==> src/rtl/lsrb_pkg.sv <==
// ----------------------------------------------------------------------------
// lsrb_pkg
// types and constants shared by the reservoir bank modules
// ----------------------------------------------------------------------------
package lsrb_pkg;

  localparam int unsigned MaxChannels = 8;
  localparam int unsigned MaxBank     = 64;
  localparam int unsigned ChW   = $clog2(MaxChannels);
  localparam int unsigned PtrW  = $clog2(MaxBank);
  localparam int unsigned AddrW = ChW + PtrW;
  localparam int unsigned Depth = MaxChannels * MaxBank;

  localparam int unsigned CfgIdxW  = 3;
  localparam int unsigned CfgDataW = 16;

  typedef enum logic [CfgIdxW-1:0] {
    RegChannelCount = 3'd0,
    RegBankSize     = 3'd1,
    RegLeak         = 3'd2,
    RegInputGain    = 3'd3,
    RegFeedbackGain = 3'd4
  } reg_idx_e;

  localparam logic [0:0] ReqProcess = 1'b0;
  localparam logic [0:0] ReqRead    = 1'b1;

  typedef struct packed {
    logic [0:0]  req_type;
    logic [2:0]  channel;
    logic signed [15:0] sample;
    logic [5:0]  age_index;
  } req_t;

  typedef struct packed {
    logic signed [15:0] cell_value;
    logic [0:0]         status;
  } rsp_t;

  typedef enum logic [3:0] {
    StClear, StIdle, StRead1, StRead2, StDrive, StSat, StDiv, StMix, StMix2, StWrite,
    StOut
  } state_e;

  // divider handshake
  typedef struct packed {
    logic        start;
    logic [15:0] mag;
  } div_req_t;

  typedef struct packed {
    logic        done;
    logic [15:0] quo;
  } div_rsp_t;

endpackage

==> src/rtl/lsrb_div.sv <==
// ----------------------------------------------------------------------------
// lsrb_div
// serial softsign divider: round(m*4096/(4096+m)), one quotient bit a cycle
// ----------------------------------------------------------------------------
module lsrb_div import lsrb_pkg::*; (
  input  logic     clk_i,
  input  logic     rst_ni,
  input  div_req_t req_i,
  output div_rsp_t rsp_o
);
  // numerator 2*m*4096 + den, divisor 2*den; quotient < 4096 so 13 bits
  logic [29:0] num_q, num_d;
  logic [17:0] dvs_q, dvs_d;
  logic [29:0] rem_q, rem_d;
  logic [12:0] quo_q, quo_d;
  logic [4:0]  cnt_q, cnt_d;
  logic        busy_q, busy_d;
  logic        done_q, done_d;
  logic [30:0] trial;
  logic [16:0] den;

  assign den = 17'd4096 + {1'b0, req_i.mag};

  always_comb begin
    num_d = num_q; dvs_d = dvs_q; rem_d = rem_q; quo_d = quo_q;
    cnt_d = cnt_q; busy_d = busy_q; done_d = 1'b0;
    trial = '0;
    if (req_i.start) begin
      num_d  = {1'b0, req_i.mag, 13'd0} + {13'd0, den};
      dvs_d  = {den, 1'b0};
      rem_d  = '0;
      quo_d  = '0;
      cnt_d  = 5'd30;
      busy_d = 1'b1;
    end else if (busy_q) begin
      trial = {rem_q, num_q[29]};
      num_d = {num_q[28:0], 1'b0};
      if (trial >= {13'd0, dvs_q}) begin
        rem_d = 30'(trial - {13'd0, dvs_q});
        quo_d = {quo_q[11:0], 1'b1};
      end else begin
        rem_d = trial[29:0];
        quo_d = {quo_q[11:0], 1'b0};
      end
      cnt_d = cnt_q - 5'd1;
      if (cnt_q == 5'd1) begin
        busy_d = 1'b0;
        done_d = 1'b1;
      end
    end
  end

  always_ff @(posedge clk_i or negedge rst_ni) begin
    if (!rst_ni) begin
      busy_q <= 1'b0;
      done_q <= 1'b0;
      cnt_q  <= '0;
    end else begin
      busy_q <= busy_d;
      done_q <= done_d;
      cnt_q  <= cnt_d;
    end
  end

  always_ff @(posedge clk_i) begin
    num_q <= num_d; dvs_q <= dvs_d; rem_q <= rem_d; quo_q <= quo_d;
  end

  assign rsp_o.done = done_q;
  assign rsp_o.quo  = {3'd0, quo_q};
endmodule

==> config.mk <==
export PLATFORM = sky130hd
export DESIGN_NAME = lsrb_div
export DESIGN_NICKNAME = d
export VERILOG_FILES = /design/src/rtl/lsrb_pkg.sv /design/src/rtl/lsrb_div.sv
export SDC_FILE = /design/constraint.sdc
export NUM_CORES = 1
export LEC_CHECK = 0
export BUFFER_PORTS_ARGS = -buffer_cell sky130_fd_sc_hd__buf_2
export CORE_UTILIZATION = 63
export CTS_BUF_LIST = sky130_fd_sc_hd__clkbuf_4
export DETAILED_ROUTE_END_ITERATION = 6
export PLACE_DENSITY = 0.85
export SYNTH_ARGS = -nofsm -noshare
export SYNTH_HDL_FRONTEND = slang
export SYNTH_SLANG_ARGS = --single-unit
==> constraint.sdc <==
create_clock -name clk_i -period 6 [get_ports clk_i]
set_input_delay 0.6 -clock clk_i [delete_from_list [all_inputs] [get_ports clk_i]]
set_output_delay 0.6 -clock clk_i [all_outputs]
set_load 0.1 [all_outputs]
==> results.md <==
- Outcome: finished, final reports clean
- Routed len/inst: 16.7 um
- Hold WC Path Type: in -> reg
- CP Max Fanout: 24
- Vias in the first global route: 3963
- Worst Hold End: dvs_q[3]
- Seq pwr share: 0.410
- Asr flop ratio synth: 0.0722
- R2r setup slk: 2850 ps
- Switch share: 0.410
- Port Buffers: 32
- Worst reg2reg path endpoint: rem_q[25]
- Synth area leaders: edfxtp_1 (26%), dfxtp_1 (16%), ha_1 (5.5%), nor2_1 (4.6%), xnor2_1 (4.2%)
- Clock Skews: 27.4 ps
- Synth Area in Simple Gates: 0.165
- Post-synthesis mux area share: 0.0644
- H-tree levels: 3
- Critical Path AT: 3470 ps
- Max Freq: 0.318 GHz
- Pwr dens: 395 nW/um^2
- DRT Pass-1 Iters: 6
- Synth warn: 0
- Total power: 0.00227 W
- Final Max Tran Viols: 0
- Initial cell density of the core: 0.656
- WP data required: 6320 ps
- Hold buffer count at cts: 1
- Overflow after GRT: 0
- Crit path max-delay cell type: a2111oi_0
- CTS Sinks: 97
- Maximum single-stage delay on the critical path: 410 ps
- Synth top cells by count: nor2_1 (67), edfxtp_1 (47), dfxtp_1 (43), nand2_1 (40), inv_1 (34)
- Routed wire length on met3: 580 um
- DP HPWL: 8010 um
- Mean Syn Cell Area: 9.77 um^2
- ANT nets after route: 0
- R2R cell count: 11
- Setup_tns: 0 ps
- Layout cell share with drive strength beyond 1: 0.129
- Ant diodes: 0
- Clock Latency Late Sink: 460 ps
- Via count: 4140
- Die span in x: 94.9 um
- # Post-CTS Setup Buffers: 0
- Worst slew pin tran: 1150 ps
- Root Buffer Master: clkbuf_4
- CTS buffer count: 9
- Starting DRC count in detailed routing: 320
- Period utilization: 0.525
- Reg-to-Reg Start: rem_q[0]
- Synthesis-to-layout area growth: 5.68%
- Design area: 5750 um^2
- Pint: 0.00134 W
- GP Congestion: 0.941
- Endpoints failing setup: 0
- Most numerous cell in the Yosys netlist: nor2_1
- Clock buffer depth: 2
- Post-CTS resize count: 0
- Max-cap violation count: 0
- Final WS setup: 2850 ps
- Crit path buf inv count: 2
- Slew Limit Headroom: 0.235
- Met1 Wirelength: 4980 um
- I/O Pins: 36
- Synth area leader: edfxtp_1
- Highest routing layer actually used: met4
- Number of synthesized register bits: 97
- Period minus WS final: 3150 ps
- Register area share after synthesis: 0.450
- Synth Area in Compound Gates: 0.143
- Post-Place Cell Area: 5600 um^2
- All-Layer GR Usage: 0.265
- Post-synthesis instance total: 557
- Largest net degree at the start of global routing: 67
- Post-synth EDFFs: 47
- Netlist cell types: 58
- Rows: 33
- Synth top area share: 0.259
- Leak: 2.42 nW
- Crit. End Element: flop
- Net switching power: 0.000930 W
- Clock Pin Slew Worst Setup and Hold Paths: 160 ps
- DIE AREA: 9010 um^2
- Main combinational cell family by area after synthesis: simple AND/OR/NAND/NOR gates
- Core region area: 8300 um^2
- CP top delay family: compound AO/OA/AOI/OAI gates
- Wire length on met2: 5690 um
- Hold Crit Start: req_i[2]
- Final wirelength: 11400 um
- WS Path Type: reg -> reg
- Nets: 620
- Clock power frac: 0.150
- Die Y: 94.9 um
- Startpoint Class: flop
- Final number of hold-violating endpoints: 0
- Final Util: 0.693
- Fraction of the mapped netlist area in adder cells: 0.0626
- First-pass GRT wire length: 18500 um
- Most used DFF post-synth: edfxtp_1
- DRC: 0
- Post-Syn Area: 5440 um^2
- Via/cell ratio: 6.04
- Peak supply drop: 0.219 mV
- Gate power share: 0.440
- Hold Crit Depth: 1
- Synth Area in XOR/XNOR: 0.0628
- RSZ-0062 raised after global routing: no
- CTS tree: done
- Dpl ws: 2950 ps
- Initial antenna violation count: 0
- Crit-path cells: inv_1 -> ha_1 -> inv_1 -> fa_1 -> a21o_1 -> a311o_1 -> nand4b_1 -> and3_1 -> and2_4 -> a2111oi_0 -> a2111oi_0
==> cells by family (layout without fill, tap and decap cells) <==
group	Yosys count	count (layout)
AND/OR/NAND/NOR	182	182
buffers and inverters	64	85
other	1	3
flip-flops	97	97
AO/OA/AOI/OAI	115	115
XOR/XNOR	39	39
adder cells (fa/ha/maj)	26	26
multiplexers	33	33
==> sequential cells by signal, indices dropped and copies added, names as in the netlist <==
| name | flops |
|---|---|
| num_q | 30 |
| rem_q | 30 |
| dvs_q | 17 |
| quo_q | 13 |
| cnt_q | 5 |
| busy_q | 1 |
| done_q | 1 |
==> power by group through the flow <==
| stage | clock network, W | registers, W | logic, W |
|---|---|---|---|
| final | 0.000340 | 0.000932 | 0.000999 |
| after CTS | 0.000351 | 0.000927 | 0.000988 |
| after global placement | 0 | 0.000934 | 0.000951 |
| after floorplan | 0 | 0.000940 | 0.000791 |
| after detailed placement | 0 | 0.000941 | 0.000979 |
| after global routing | 0.000374 | 0.000946 | 0.00110 |
==> worst max path at each step <==
stage	start	end	slack [ps]	cells after the start
global route	rem_q[0]	rem_q[13]	2750	11
finish	rem_q[0]	rem_q[25]	2850	11
floorplan	rem_q[0]	rem_q[7]	3250	15
global placement	req_i[12]	num_q[24]	3060	11
detailed placement	req_i[12]	num_q[27]	2950	12
CTS	rem_q[0]	rem_q[25]	2890	11
==> worst reg2reg max path, cell delays in order (launching register included) <==
cell and delay (ps):
dfxtp_1 360, inv_1 60, ha_1 160, inv_1 60, fa_1 400, a21o_1 230, a311o_1 380, nand4b_1 100
and3_1 350, and2_4 380, a2111oi_0 120, a2111oi_0 410
==> final cells by class <==
type	count	area, um^2
multi-input cells	398	2720
inverters	34	128
repair buffers	35	188
clock inverters	7	67.6
flip-flops and latches	97	2450
fillers	626	2550
clock buffers	9	67.6
well taps	105	131
==> stage by stage <==
step,cells,hold slack (ps)
6_report,685,367
5_1_grt,685,339
2_1_floorplan,559,304
3_5_place_dp,668,445
4_1_cts,685,350
3_3_place_gp,668,433
==> metal layers <==
metal | vias to the layer above | global-route usage
met4 | 0 | 0.0821
met3 | 16 | 0.0491
met1 | 1957 | 0.323
met2 | 132 | 0.473
met5 | - | 0
li1 | 2035 | -
==> layout by cell type (no fill, tap or decap), types with 4 or more instances in the layout <==
master	n
a211oi_1	15
a21o_1	10
a21oi_1	30
a311oi_1	12
buf_2	31
clkbuf_4	9
dfrtp_1	6
dfxtp_1	43
edfxtp_1	47
ha_1	24
inv_1	34
mux2_2	16
mux2i_1	17
nand2_1	40
nand2b_1	9
nand3_1	13
nand4_1	6
nand4b_1	4
nor2_1	67
nor2b_1	4
nor3_1	6
nor4_1	5
o211ai_1	6
o21ai_0	18
o31ai_1	5
or3_1	8
xnor2_1	26
xor2_1	13
(Power assumes the default switching activity.)
